==> config.mk <==
export PLATFORM = sky130hd
export DESIGN_NAME = eight_bit_cpu_alu_with_flags_top
export DESIGN_NICKNAME = d
export VERILOG_FILES = /design/src/design/ebca_pkg.sv /design/src/design/eight_bit_cpu_alu_with_flags_top.sv /design/src/design/ebca_exec.sv
export SDC_FILE = /design/constraint.sdc
export NUM_CORES = 1
export LEC_CHECK = 0
export BUFFER_PORTS_ARGS = -buffer_cell sky130_fd_sc_hd__buf_2
export CAP_MARGIN = 20
export CORE_MARGIN = 2
export CORE_UTILIZATION = 50
export CTS_BUF_LIST = sky130_fd_sc_hd__clkbuf_8
export CTS_CLUSTER_SIZE = 20
export DETAILED_ROUTE_END_ITERATION = 10
export GPL_TIMING_DRIVEN = 0
export PLACE_DENSITY = 0.69
export SLEW_MARGIN = 25
export SYNTH_ARGS = -nofsm -noshare
export SYNTH_HDL_FRONTEND = slang
export SYNTH_HIERARCHICAL = 1
export SYNTH_SLANG_ARGS = --single-unit
==> constraint.sdc <==
create_clock -name clk_i -period 5.5 [get_ports clk_i]
set_input_delay 1.1 -clock clk_i [delete_from_list [all_inputs] [get_ports clk_i]]
set_output_delay 1.1 -clock clk_i [all_outputs]
set_load 0.01 [all_outputs]
==> src/design/ebca_pkg.sv <==
// Shared types and constants for the eight-bit cpu alu with flags.
// Used by ebca_exec and by the top level; depends on nothing.
package ebca_pkg;

  // flag bit positions inside the 4-bit flag word
  localparam int unsigned FlagZ = 3;
  localparam int unsigned FlagN = 2;
  localparam int unsigned FlagH = 1;
  localparam int unsigned FlagC = 0;

  // opcode group masks and match patterns
  localparam logic [7:0] MaskAluReg  = 8'hC0;
  localparam logic [7:0] PatAluReg   = 8'h80;
  localparam logic [7:0] MaskAluImm  = 8'hC7;
  localparam logic [7:0] PatAluImm   = 8'hC6;
  localparam logic [7:0] MaskIncDec8 = 8'hC7;
  localparam logic [7:0] PatInc8     = 8'h04;
  localparam logic [7:0] PatDec8     = 8'h05;
  localparam logic [7:0] MaskPair    = 8'hCF;
  localparam logic [7:0] PatInc16    = 8'h03;
  localparam logic [7:0] PatDec16    = 8'h0B;
  localparam logic [7:0] PatAddHl    = 8'h09;

  // single opcodes
  localparam logic [7:0] OpAddSp = 8'hE8;
  localparam logic [7:0] OpDaa   = 8'h27;
  localparam logic [7:0] OpCpl   = 8'h2F;
  localparam logic [7:0] OpScf   = 8'h37;
  localparam logic [7:0] OpCcf   = 8'h3F;

  // register field that names the accumulator
  localparam logic [2:0] RegA = 3'd7;

  // decimal adjust corrections
  localparam logic [7:0] DaaHigh  = 8'h60;
  localparam logic [7:0] DaaLow   = 8'h06;
  localparam logic [7:0] DaaLimit = 8'h99;
  localparam logic [3:0] DaaNibble = 4'd9;

  // pair slot of HL in the opcode
  localparam logic [1:0] SlotHl = 2'd2;

  // 8-bit alu operation select (opcode bits 5:3)
  typedef enum logic [2:0] {
    ALU_ADD = 3'd0,
    ALU_ADC = 3'd1,
    ALU_SUB = 3'd2,
    ALU_SBC = 3'd3,
    ALU_AND = 3'd4,
    ALU_XOR = 3'd5,
    ALU_OR  = 3'd6,
    ALU_CP  = 3'd7
  } alu_sel_e;

  // write-back target codes
  typedef enum logic [2:0] {
    TGT_NONE = 3'd0,
    TGT_BYTE = 3'd1,
    TGT_PAIR = 3'd2,
    TGT_HL   = 3'd3,
    TGT_SP   = 3'd4
  } target_e;

  // everything one instruction produces
  typedef struct packed {
    logic [7:0]  acc;
    logic [3:0]  flags;
    logic [7:0]  byte_res;
    logic [15:0] word_res;
    target_e     target;
    logic        illegal;
  } exec_res_t;

endpackage

==> src/design/eight_bit_cpu_alu_with_flags_top.sv <==
// An item passes from the input register into the result register as
// soon as the result register is free or is being emptied.
// Throughput: one item per cycle while out_stall_i is low; input register,
// execute logic in ebca_exec, result register. Accumulator and flags update
// as an item moves from the input register into the result register.
// Reset: asynchronous, active low; clears both stage valid bits, accumulator, flags.
// Top level of the eight-bit cpu alu with flags; depends on ebca_pkg and ebca_exec.
module eight_bit_cpu_alu_with_flags_top (
  input  logic        clk_i,
  input  logic        rst_ni,
  input  logic        in_valid_i,
  output logic        in_stall_o,
  input  logic [7:0]  op_i,
  input  logic [7:0]  operand_i,
  input  logic [15:0] pair_value_i,
  input  logic [15:0] hl_value_i,
  output logic        out_valid_o,
  input  logic        out_stall_i,
  output logic [7:0]  acc_out_o,
  output logic [3:0]  flags_out_o,
  output logic [7:0]  byte_result_o,
  output logic [15:0] word_result_o,
  output logic [2:0]  write_target_o,
  output logic        illegal_o
);
  import ebca_pkg::*;

  logic        in_valid_q, in_valid_d;
  logic [7:0]  op_q;
  logic [7:0]  operand_q;
  logic [15:0] pair_q;
  logic [15:0] hl_q;
  logic        out_valid_q, out_valid_d;
  exec_res_t   res_q;
  exec_res_t   res;
  logic [7:0]  acc_q;
  logic [3:0]  flags_q;
  logic        advance;
  logic        in_xfer;

  // handshake: move the input stage on when the result register is free or not stalled
  assign advance    = in_valid_q && (!out_valid_q || !out_stall_i);
  assign in_stall_o = in_valid_q && !advance;
  assign in_xfer    = in_valid_i && !in_stall_o;

  always_comb begin
    in_valid_d = in_valid_q;
    if (in_xfer) begin
      in_valid_d = 1'b1;
    end else if (advance) begin
      in_valid_d = 1'b0;
    end
    out_valid_d = out_valid_q;
    if (advance) begin
      out_valid_d = 1'b1;
    end else if (!out_stall_i) begin
      out_valid_d = 1'b0;
    end
  end

  // control state
  always_ff @(posedge clk_i or negedge rst_ni) begin
    if (!rst_ni) begin
      in_valid_q  <= 1'b0;
      out_valid_q <= 1'b0;
      acc_q       <= 8'd0;
      flags_q     <= 4'd0;
    end else begin
      in_valid_q  <= in_valid_d;
      out_valid_q <= out_valid_d;
      if (advance) begin
        acc_q   <= res.acc;
        flags_q <= res.flags;
      end
    end
  end

  // input payload register
  always_ff @(posedge clk_i) begin
    if (in_xfer) begin
      op_q      <= op_i;
      operand_q <= operand_i;
      pair_q    <= pair_value_i;
      hl_q      <= hl_value_i;
    end
  end

  // execute
  ebca_exec u_exec (
    .op_i        (op_q),
    .operand_i   (operand_q),
    .pair_value_i(pair_q),
    .hl_value_i  (hl_q),
    .acc_i       (acc_q),
    .flags_i     (flags_q),
    .res_o       (res)
  );

  // result register
  always_ff @(posedge clk_i) begin
    if (advance) begin
      res_q <= res;
    end
  end

  assign out_valid_o    = out_valid_q;
  assign acc_out_o      = res_q.acc;
  assign flags_out_o    = res_q.flags;
  assign byte_result_o  = res_q.byte_res;
  assign word_result_o  = res_q.word_res;
  assign write_target_o = res_q.target;
  assign illegal_o      = res_q.illegal;

endmodule

==> src/design/ebca_exec.sv <==
// Combinational execute logic: decodes one opcode and computes the new
// accumulator, flags and write-back values. Depends on ebca_pkg.
module ebca_exec (
  input  logic [7:0]          op_i,
  input  logic [7:0]          operand_i,
  input  logic [15:0]         pair_value_i,
  input  logic [15:0]         hl_value_i,
  input  logic [7:0]          acc_i,
  input  logic [3:0]          flags_i,
  output ebca_pkg::exec_res_t res_o
);
  import ebca_pkg::*;

  alu_sel_e    alu_sel;
  logic [7:0]  alu_src;
  logic        alu_cin;
  logic [8:0]  add_sum;
  logic [4:0]  add_half;
  logic [7:0]  sub_diff;
  logic [7:0]  alu_acc;
  logic [3:0]  alu_flags;
  logic        alu_wr_acc;

  logic        is_a;
  logic [7:0]  idv;
  logic [7:0]  inc_v;
  logic [7:0]  dec_v;
  logic [16:0] hl_sum;
  logic [12:0] hl_half;
  logic [4:0]  sp_half;
  logic [8:0]  sp_carry;
  logic [7:0]  daa_a;
  logic        daa_c;

  // 8-bit alu operand and operation
  always_comb begin
    alu_sel = alu_sel_e'(op_i[5:3]);
    if (((op_i & MaskAluReg) == PatAluReg) && (op_i[2:0] == RegA)) begin
      alu_src = acc_i;
    end else begin
      alu_src = operand_i;
    end
    alu_cin = ((alu_sel == ALU_ADC) || (alu_sel == ALU_SBC)) && flags_i[FlagC];
  end

  assign add_sum  = {1'b0, acc_i} + {1'b0, alu_src} + {8'd0, alu_cin};
  assign add_half = {1'b0, acc_i[3:0]} + {1'b0, alu_src[3:0]} + {4'd0, alu_cin};
  assign sub_diff = acc_i - alu_src - {7'd0, alu_cin};

  // 8-bit alu result and flags
  always_comb begin
    alu_acc    = acc_i;
    alu_flags  = flags_i;
    alu_wr_acc = 1'b1;
    unique case (alu_sel)
      ALU_ADD, ALU_ADC: begin
        alu_acc   = add_sum[7:0];
        alu_flags = {add_sum[7:0] == 8'd0, 1'b0, add_half[4], add_sum[8]};
      end
      ALU_SUB, ALU_SBC, ALU_CP: begin
        alu_acc    = sub_diff;
        alu_wr_acc = (alu_sel != ALU_CP);
        alu_flags  = {sub_diff == 8'd0, 1'b1,
                      {1'b0, acc_i[3:0]} < ({1'b0, alu_src[3:0]} + {4'd0, alu_cin}),
                      {1'b0, acc_i} < ({1'b0, alu_src} + {8'd0, alu_cin})};
      end
      ALU_AND: begin
        alu_acc   = acc_i & alu_src;
        alu_flags = {(acc_i & alu_src) == 8'd0, 1'b0, 1'b1, 1'b0};
      end
      ALU_XOR: begin
        alu_acc   = acc_i ^ alu_src;
        alu_flags = {(acc_i ^ alu_src) == 8'd0, 1'b0, 1'b0, 1'b0};
      end
      ALU_OR: begin
        alu_acc   = acc_i | alu_src;
        alu_flags = {(acc_i | alu_src) == 8'd0, 1'b0, 1'b0, 1'b0};
      end
      default: begin
        alu_acc = acc_i;
      end
    endcase
  end

  // byte inc/dec
  assign is_a  = (op_i[5:3] == RegA);
  assign idv   = is_a ? acc_i : operand_i;
  assign inc_v = idv + 8'd1;
  assign dec_v = idv - 8'd1;

  // 16-bit adds
  assign hl_sum   = {1'b0, hl_value_i} + {1'b0, pair_value_i};
  assign hl_half  = {1'b0, hl_value_i[11:0]} + {1'b0, pair_value_i[11:0]};
  assign sp_half  = {1'b0, pair_value_i[3:0]} + {1'b0, operand_i[3:0]};
  assign sp_carry = {1'b0, pair_value_i[7:0]} + {1'b0, operand_i};

  // decimal adjust
  always_comb begin
    daa_a = acc_i;
    daa_c = flags_i[FlagC];
    if (!flags_i[FlagN]) begin
      if (flags_i[FlagC] || (acc_i > DaaLimit)) begin
        daa_a = daa_a + DaaHigh;
        daa_c = 1'b1;
      end
      if (flags_i[FlagH] || (daa_a[3:0] > DaaNibble)) begin
        daa_a = daa_a + DaaLow;
      end
    end else begin
      if (flags_i[FlagC]) begin
        daa_a = daa_a - DaaHigh;
      end
      if (flags_i[FlagH]) begin
        daa_a = daa_a - DaaLow;
      end
    end
  end

  // opcode decode and result select
  always_comb begin
    res_o.acc      = acc_i;
    res_o.flags    = flags_i;
    res_o.byte_res = 8'd0;
    res_o.word_res = 16'd0;
    res_o.target   = TGT_NONE;
    res_o.illegal  = 1'b0;
    priority if (((op_i & MaskAluReg) == PatAluReg) ||
                 ((op_i & MaskAluImm) == PatAluImm)) begin
      res_o.flags = alu_flags;
      if (alu_wr_acc) begin
        res_o.acc = alu_acc;
      end
    end else if ((op_i & MaskIncDec8) == PatInc8) begin
      res_o.byte_res = inc_v;
      res_o.flags    = {inc_v == 8'd0, 1'b0, idv[3:0] == 4'hF, flags_i[FlagC]};
      res_o.target   = TGT_BYTE;
      if (is_a) begin
        res_o.acc = inc_v;
      end
    end else if ((op_i & MaskIncDec8) == PatDec8) begin
      res_o.byte_res = dec_v;
      res_o.flags    = {dec_v == 8'd0, 1'b1, idv[3:0] == 4'h0, flags_i[FlagC]};
      res_o.target   = TGT_BYTE;
      if (is_a) begin
        res_o.acc = dec_v;
      end
    end else if (((op_i & MaskPair) == PatInc16) || ((op_i & MaskPair) == PatDec16)) begin
      res_o.word_res = op_i[3] ? (pair_value_i - 16'd1) : (pair_value_i + 16'd1);
      if (op_i[5:4] < SlotHl) begin
        res_o.target = TGT_PAIR;
      end else if (op_i[5:4] == SlotHl) begin
        res_o.target = TGT_HL;
      end else begin
        res_o.target = TGT_SP;
      end
    end else if ((op_i & MaskPair) == PatAddHl) begin
      res_o.word_res = hl_sum[15:0];
      res_o.flags    = {flags_i[FlagZ], 1'b0, hl_half[12], hl_sum[16]};
      res_o.target   = TGT_HL;
    end else if (op_i == OpAddSp) begin
      res_o.word_res = pair_value_i + {{8{operand_i[7]}}, operand_i};
      res_o.flags    = {1'b0, 1'b0, sp_half[4], sp_carry[8]};
      res_o.target   = TGT_SP;
    end else if (op_i == OpDaa) begin
      res_o.acc   = daa_a;
      res_o.flags = {daa_a == 8'd0, flags_i[FlagN], 1'b0, daa_c};
    end else if (op_i == OpCpl) begin
      res_o.acc   = ~acc_i;
      res_o.flags = {flags_i[FlagZ], 1'b1, 1'b1, flags_i[FlagC]};
    end else if (op_i == OpScf) begin
      res_o.flags = {flags_i[FlagZ], 1'b0, 1'b0, 1'b1};
    end else if (op_i == OpCcf) begin
      res_o.flags = {flags_i[FlagZ], 1'b0, 1'b0, ~flags_i[FlagC]};
    end else begin
      res_o.illegal = 1'b1;
    end
  end

endmodule
==> results of run 1 <==
## cell usage after synthesis, types with 6 or more instances
master,instances
dfrtp_1,14
mux2_4,12
and2_1,8
a21o_1,15
o31ai_1,7
mux2_2,8
o221ai_1,8
mux2i_1,16
and3_1,10
a22oi_1,13
o211ai_1,12
nand3_1,26
nor2b_1,12
edfxtp_1,88
nand2b_1,13
nor2_1,66
xor2_1,26
o22ai_1,11
nand4_1,13
clkbuf_1,27
a21oi_1,63
a31oi_1,13
fa_1,7
xnor2_1,46
o21a_1,12
o2111ai_1,6
buf_2,7
buf_6,6
nand2_1,63
or3_1,9
nor3_1,25
inv_1,42
a211oi_1,11
o21ai_0,54
a221oi_1,7
nor4_1,9
ha_1,91
## cell families after synthesis
| family | Yosys count | synth area share [%] |
|---|---|---|
| mux | 38 | 5.078 |
| compound gates | 279 | 20.40 |
| flops | 102 | 32.57 |
| fa+ha+maj | 98 | 13.91 |
| simple gates | 290 | 16.79 |
| xor+xnor | 72 | 6.862 |
| buf+inv | 88 | 4.397 |
## cell type report
type                       instances  area (µm²)  area share (%)
clock buffer                       9       123.9           1.217
multi-input combinational        777        5808           57.06
clock inverter                     7       90.09          0.8851
buffer                            44       239.0           2.348
tap                              229       286.5           2.815
timing repair buffer              94       473.0           4.647
inverter                          44       165.2           1.623
sequential                       102        2993           29.40
## routing by layer
layer | GRT usage, % | up-vias | wire length [µm]
li1 | - | 3873 | -
met1 | 38.53 | 3959 | 12090
met2 | 45.36 | 408 | 12520
met3 | 5.953 | 84 | 2271
met4 | 11.42 | 0 | 1045
met5 | 0 | - | 0
## placed cells by master (no fill, tap or decap), types with 6 or more instances in the layout
cell type  netlist  layout
o21ai_0         54      54
a22oi_1         13      13
mux2_2           8       8
and2_1           8       7
buf_6            6       6
dfrtp_1         14      14
buf_2            7     100
inv_1           42      42
nor4_1           9       9
o2111ai_1        6       6
a21o_1          15      15
and3_1          10      10
xor2_1          26      26
o22ai_1         11      11
o21a_1          12      12
a221oi_1         7       7
mux2i_1         16      16
ha_1            91      91
nor3_1          25      25
o31ai_1          7       7
mux2_4          12      12
nand4_1         13      13
nand3_1         26      26
edfxtp_1        88      88
nand2b_1        13      13
clkbuf_8         0       9
fa_1             7       7
o211ai_1        12      12
a31oi_1         13      13
or3_1            9       9
xnor2_1         46      46
nor2_1          66      66
a21oi_1         63      63
a211oi_1        11      11
o221ai_1         8       8
nor2b_1         12      12
nand2_1         63      63
clkbuf_1        27      27
## repair_timing
action                                  4_1_cts  5_1_grt
buffers inserted                              1        0
endpoints found under the setup margin        2        2
hold buffers                                  0        0
pin swaps                                     0        0
resized for setup                             0        1
## final timing paths
path	from	end	slack, ps	cells past startpoint
worst max-delay path	op_q[3]	acc_q[7]	170	16
worst min-delay path	in_valid_q	out_valid_o	510	1
worst max register to register	op_q[3]	acc_q[7]	170	16
worst min register to register	in_valid_q	out_valid_o	510	1
max in group asynchronous	rst_ni	acc_q[7]	4640	1
min in group asynchronous	rst_ni	out_valid_o	600	1
## power by group through the flow
stage	Combinational [mW]	Sequential, mW	Clock [mW]
finish	2.15	1.09	0.523
CTS	2.08	1.09	0.537
global route	2.32	1.11	0.566
floorplan	1.50	1.08	0
detailed placement	2.06	1.11	0
global placement	2.04	1.11	0
## state kept, by name, summed over array words and instances, names as in the netlist
name,count
acc_out_o,8
acc_q,8
byte_result_o,8
flags_out_o,4
flags_q,4
hl_q,16
illegal_o,1
in_valid_q,1
op_q,8
operand_q,8
out_valid_o,1
pair_q,16
word_result_o,16
write_target_o,3
## stage by stage
step           hold WS, ps  area, µm²  setup WS, ps
2_1_floorplan        455.9       9190          1420
3_3_place_gp         472.4       9942        -418.5
3_5_place_dp         492.7       9951        -380.8
4_1_cts              512.7      10170         93.46
5_1_grt              532.4      10180         32.65
6_report             505.9      10180         167.7
==> summary by stage, run 1 <==
Timing
The total count of hold-check failures in the final report is 0. The worst path needs 5332 ps of the cycle, external delays included. In the finished design, the share of the clock period the worst path needs comes to 96.95%. Summed over all failing endpoints, the final setup total negative slack is 0 ps. At the pin with the least slew margin, the transition time is 814.8 ps. Setup repair after global routing left no endpoint under its margin. The setup skew after layout is 16.68 ps.

In this run the tightest slew margin relative to its limit is 45.54%. The number of endpoints failing setup at the final stage is 0. Static timing analysis puts the maximum clock frequency at 0.1875 GHz. The number of max-slew violations in the final report came to 0.

Finish
Of the cells placed in the final design, the portion with a size suffix greater than 1 is 16.43%. The layout net count is 1,222. Compared with the post-synthesis result, the final layout area differs by 10.76%. The fill cell instance count of the final layout is 1,620. The repair_antennas step left the layout with diodes totalling 0. The number of standard cells in the final layout excluding fillers is 1,306. Measured on the finished design, the core utilization comes to 56.47%.

Placed design
The count of buffers from port buffering is 93. The count of placed standard cells including taps is 1,289. After legalization and detailed placement, the total HPWL measured 21,260 µm. The global placer's final weighted congestion is 0.9929.

Route
The total via count in the routed design is 8,324. Dividing the detail-routed via count by the number of cells gives 6.374. The post-detailed-routing wire length is 27,920 µm. For this block, the initial DRC count from the detailed router was 792. The first TritonRoute pass finished after 5 iterations.

Dividing the detail-routed wire length by the instance count gives 21.38 µm. After detailed routing, the number of remaining DRC violations is 0. In this run the remaining antenna-violating nets after routing total 0.

Setup path
The worst setup path is captured at a flip-flop. The required time of the critical path is 5790 ps. Walking the worst path, the cells encountered are clkbuf_1 > clkbuf_1 > buf_2 > nand3_1 > inv_1 > fa_1 > ha_1 > o21ai_0 > nand3b_1 > a31oi_1 > o21ai_0 > xnor2_1 > o31ai_1 > a2111oi_2 > a31oi_1 > mux2_4. In this design, the stage delay of the slowest critical-path cell is 560 ps. Data on the critical path arrives at its endpoint at 5620 ps.

The critical path's top delay family is buffers and inverters. The top fanout value on the critical path is 10. The category of the critical setup timing path is reg2reg. The combined buffer and inverter count along the critical path is 4.

The master of the slowest instance on the critical path is clkbuf_1. The startpoint kind of the worst setup timing path is a flip-flop.

Power
The net switching share of the total power is 46.47%. The completed layout was analyzed and its total power is 3.762 mW. The clock network is responsible for 13.9% of the overall power. Sequential cells burn 29.0% of the power. Cell internal power was estimated by the tool at 2.014 mW. In this run the power density over the cells is 369.6 nW/µm². The worst IR drop on VDD is 0.3242 mV.

The proportion of power drawn by combinational gates is 57.1%. The net load switching power is 1.748 mW. The analysis attributes to cell leakage a power of 4.160 nW.

Die
The region available for standard cell placement spans 18,020 µm². The die boundary width is 139.6 µm. The floorplan row count is 49. 94 I/O pins were placed.

The floorplan step defined a die boundary enclosing 19,480 µm². The vertical die dimension is 139.6 µm. The effective utilization at floorplan is 50.99%.

Synthesis
The distinct cell type count of the synthesized netlist is 91. In this run the cell area of the synthesized design comes to 9190 µm². Sorting the synthesized cells by area gives the leading types as edfxtp_1, ha_1, xnor2_1, dfrtp_1, a21oi_1. The most used flip-flop cell after synthesis is edfxtp_1.

In this run the biggest area consumer among cell types represents 28.75% of the synthesized area. Dividing the synthesized area by the synthesized cell count gives 9.504 µm². The number of nets produced by synthesis is 1,117. The number of cells produced by synthesis is 967. The number of flops mapped to enable cells by yosys is 88.

In this run, synthesis produced a sequential element count of 102. Sequential cells were found to cover 32.57% of the synthesized design area. Yosys printed 6 warnings. The top cell type by total area after synthesis is edfxtp_1. The fraction of synthesis flops using an asynchronous set or reset pin is 13.73%.

Flow run
The tool flagged a number of max-cap violations equal to 0.

Clocking
The clock latency on the worst-skew pair is 410 ps. CTS built an H-tree with a depth of 3. The clock drives 102 sinks. After clock tree synthesis, the clock-pin slew on the worst setup and hold paths is 110 ps.

TritonCTS built the clock tree. Counting the buffers created by CTS gives 9. The root cell of the clock tree is clkbuf_8.

The number of buffers on the longest clock path is 2.

Min path
The path class of the tightest hold or removal check is reg2reg.

GRT
Global routing finished with a remaining overflow of 0. The via count of the first global-routing pass is 7,873. The pin count of the biggest net entering global routing is 50.

Global routing used 28.62% of the available tracks across all layers. The first global-routing pass estimated 43,570 µm of wire. The initial antenna violation count is 0.

Status
The run finished with clean final reports.
Power figures use the tool's default switching activity.
==> run 2: changes to the inputs <==
- BUFFER_PORTS_ARGS: -buffer_cell sky130_fd_sc_hd__buf_2 -> -buffer_cell sky130_fd_sc_hd__buf_4
==> run 2 against run 1 <==
  * Largest power group unchanged
  * Wire length decreased by 1.2%
  * Sequential power about the same
  * Count of clock-buffer cells in the layout unchanged
  * Die area unchanged
  * Highest routed layer unchanged
==> summary by stage, run 2 (synthesized netlist as in run 1, its figures left out) <==
Timing
Setup repair after global routing left no endpoint under its margin. The maximum achievable frequency is 0.1943 GHz (+3.6%). The worst hold slack is 500.0 ps (-5.877 ps). The number of max-slew violations in the final report is 0 (unchanged). The summed negative setup slack over all endpoints is 0 ps (unchanged).

The number of endpoints failing setup at the final stage is 0 (unchanged). The time the worst path needs with I/O delays and setup was 5146 ps (-186.3 ps). The total count of hold-check failures in the final report is 0 (unchanged).

The setup skew after layout is 12.38 ps (-4.290 ps). The ratio of final minimum period to clock period came to 93.56% (-3.4 points). The pin slew with the least headroom to its limit is 867.9 ps (+53.10 ps).

The tightest slew margin relative to the limit came to 41.61% (-3.9 points).

Setup path
The combined buffer and inverter count along the critical path is 4 (unchanged). Broken down by cell family, the worst path's largest delay share belongs to buffers and inverters. The category of the critical setup timing path is reg2reg. The slack of the worst reg-to-reg path came to 350 ps (+190 ps). The last element of the critical path is acc_q[7].

The start point of the critical path is op_q[3]. The end of the worst register-to-register path is acc_q[7]. The number of cells on the critical path is 16 (unchanged). The arrival time at the worst endpoint was 5430 ps (-190 ps). The length in cells of the worst reg-to-reg path is 16 (unchanged). The required time of the critical path was 5790 ps (about the same). The start of the worst register-to-register path is op_q[3].

The master of the slowest instance on the critical path is clkbuf_1. The worst setup path is captured at a flip-flop. The startpoint kind of the worst setup timing path is a flip-flop. Walking the worst path, the cells encountered are clkbuf_1 > clkbuf_1 > buf_2 > nand3_1 > inv_1 > fa_1 > ha_1 > o21ai_0 > nand3b_1 > a31oi_1 > o21ai_0 > xnor2_1 > o31ai_1 > a2111oi_0 > a31oi_1 > mux2_4.

The biggest cell delay along the critical path is 520 ps (-40 ps). The top fanout value on the critical path is 10 (unchanged).

Route
The ratio of routed vias to standard cells was 6.350 (-0.37%). The average detailed-routed wire length per instance is 21.13 µm (-1.2%). The number of search-and-repair iterations in the first detailed-routing pass is 6 (+1). The post-detailed-routing wire length is 27,590 µm (-1.2%). The remaining antenna violation count after routing came to 0 (unchanged). The final routed DRC violation total is 0 (unchanged).

The count of routing violations after the opening detailed-route iteration came to 948 (+20%). The total via count in the routed design is 8,293 (-0.37%).

Finish
From synthesis to final layout, the design area changed by 12.99%. The most frequent standard cell in the layout excluding fill and tap cells is buf_4. The sequential cell area is 2993 µm² (unchanged). The area of combinational cells with multiple inputs is 5802 µm² (-0.11%). In the layout the commonest cells are buf_4, ha_1, edfxtp_1. The layout net count is 1,222 (unchanged). The number of standard cells in the final layout excluding fillers is 1,306 (unchanged). The number of inserted diodes is 0 (unchanged). The fraction of final layout cells with drive strength greater than 1 is 16.43% (unchanged). The final core utilization was 57.61% (+1.1 points).

The fill cell instance count of the final layout is 1,655 (+2.2%).

Die
The top-level I/O count is 94 (unchanged). The floorplan row count was 49 (unchanged). The vertical die dimension is 139.6 µm (unchanged). The die boundary width was 139.6 µm (unchanged). The area of the die is 19,480 µm² (unchanged). The total core area is 18,020 µm² (unchanged). The effective utilization at floorplan is 50.99% (unchanged).

Status
The run finished with clean final reports.

GRT
The via count of the first global-routing pass is 7,987 (+1.4%). The overall routing resource usage came to 28.31% (-0.31 points). The pin count of the biggest net entering global routing is 50 (unchanged). The initial antenna violation count is 0 (unchanged). The wire length of the first global-routing pass was 43,340 µm (-0.52%). The total global routing overflow was 0 (unchanged).

Placed design
The count of placed standard cells including taps is 1,289 (unchanged). The global placer's final weighted congestion is 1.012 (+1.9%). The total half-perimeter wirelength after legalization and detailed placement came to 21,100 µm (-0.75%).

The count of buffers from port buffering was 93 (unchanged).

Clocking
The number of setup buffers added after CTS came to 1 (unchanged). The clock input transition at the sequential cells of the worst setup and hold paths is 110 ps (about the same). Clock tree synthesis selected as its root buffer the cell clkbuf_8.

The number of clock sinks was 102 (unchanged). The clock latency on the worst-skew pair is 400 ps (about the same). TritonCTS built the clock tree.

The total clock buffers created by CTS is 9 (unchanged). The hold-fix buffer count after cts came to 0 (unchanged). The number of levels in the clock H-tree was 3 (unchanged). The post-cts resize count is 0 (unchanged).

The number of buffers on the longest clock path is 2 (unchanged).

Power
The power density relative to cell area was 358.2 nW/µm² (-3.1%). The static power due to leakage is 4.220 nW (+1.5%). The worst IR drop on VDD is 0.2759 mV (-15%).

Min path
The kind of path behind the tightest hold check is reg2reg.

Flow run
The number of max-cap violations is 0 (unchanged).
## run 2: power by group
group | internal (mW) | total (mW) | leakage [nW] | switching [mW]
Sequential | 0.959 | 1.10 | 1.02 | 0.143
Combinational | 0.854 | 2.14 | 3.10 | 1.29
Clock | 0.176 | 0.477 | 0.0964 | 0.301
Total | 1.99 | 3.72 | 4.22 | 1.73
## run 2: metal layers
layer / track usage, % / up-vias / share of wire [%] / wire length [µm]
li1: - / 3880 / - / -
met1: 38.72 / 3902 / 42 / 11620
met2: 44.14 / 426 / 45 / 12470
met3: 5.884 / 85 / 8.7 / 2387
met4: 11.37 / 0 / 4.0 / 1110
met5: 0 / - / 0 / 0
## run 2: area by class of cell
type / instances / area share (%)
flip-flops and latches: 102 / 28.82
inverters: 44 / 1.591
clock inverters: 7 / 0.6627
plain buffers: 44 / 2.301
well taps: 229 / 2.759
clock buffers: 9 / 1.193
repair buffers: 94 / 6.796
multi-input cells: 777 / 55.87
## run 2: how the worst min path moves through the flow
stage | end | start | slack (ps) | cells after the start
5_1_grt | out_valid_o | in_valid_q | 520 | 1
2_1_floorplan | out_valid_o | in_valid_q | 460 | 1
4_1_cts | out_valid_o | in_valid_q | 500 | 1
3_3_place_gp | out_valid_o | in_valid_q | 470 | 1
6_report | out_valid_o | in_valid_q | 500 | 1
3_5_place_dp | out_valid_o | in_valid_q | 480 | 1
## run 2: per-stage QoR
stage / worst slack, ps / cell area (µm²) / total power, mW
after CTS: 502.8 / 10380 / 3.680
after global routing: 152.6 / 10380 / 3.976
after global placement: 137.3 / 10170 / 3.176
after floorplan: 1420 / 9190 / 2.580
after detailed placement: 39.35 / 10180 / 3.197
final: 354.0 / 10380 / 3.719
## run 2: worst register-to-register path, stage by stage (launching register included)
cell	delay [ps]
edfxtp_1	460
clkbuf_1	480
clkbuf_1	520
buf_2	380
nand3_1	200
inv_1	150
fa_1	490
ha_1	210
o21ai_0	160
nand3b_1	170
a31oi_1	320
o21ai_0	170
xnor2_1	260
o31ai_1	120
a2111oi_0	500
a31oi_1	150
mux2_4	300
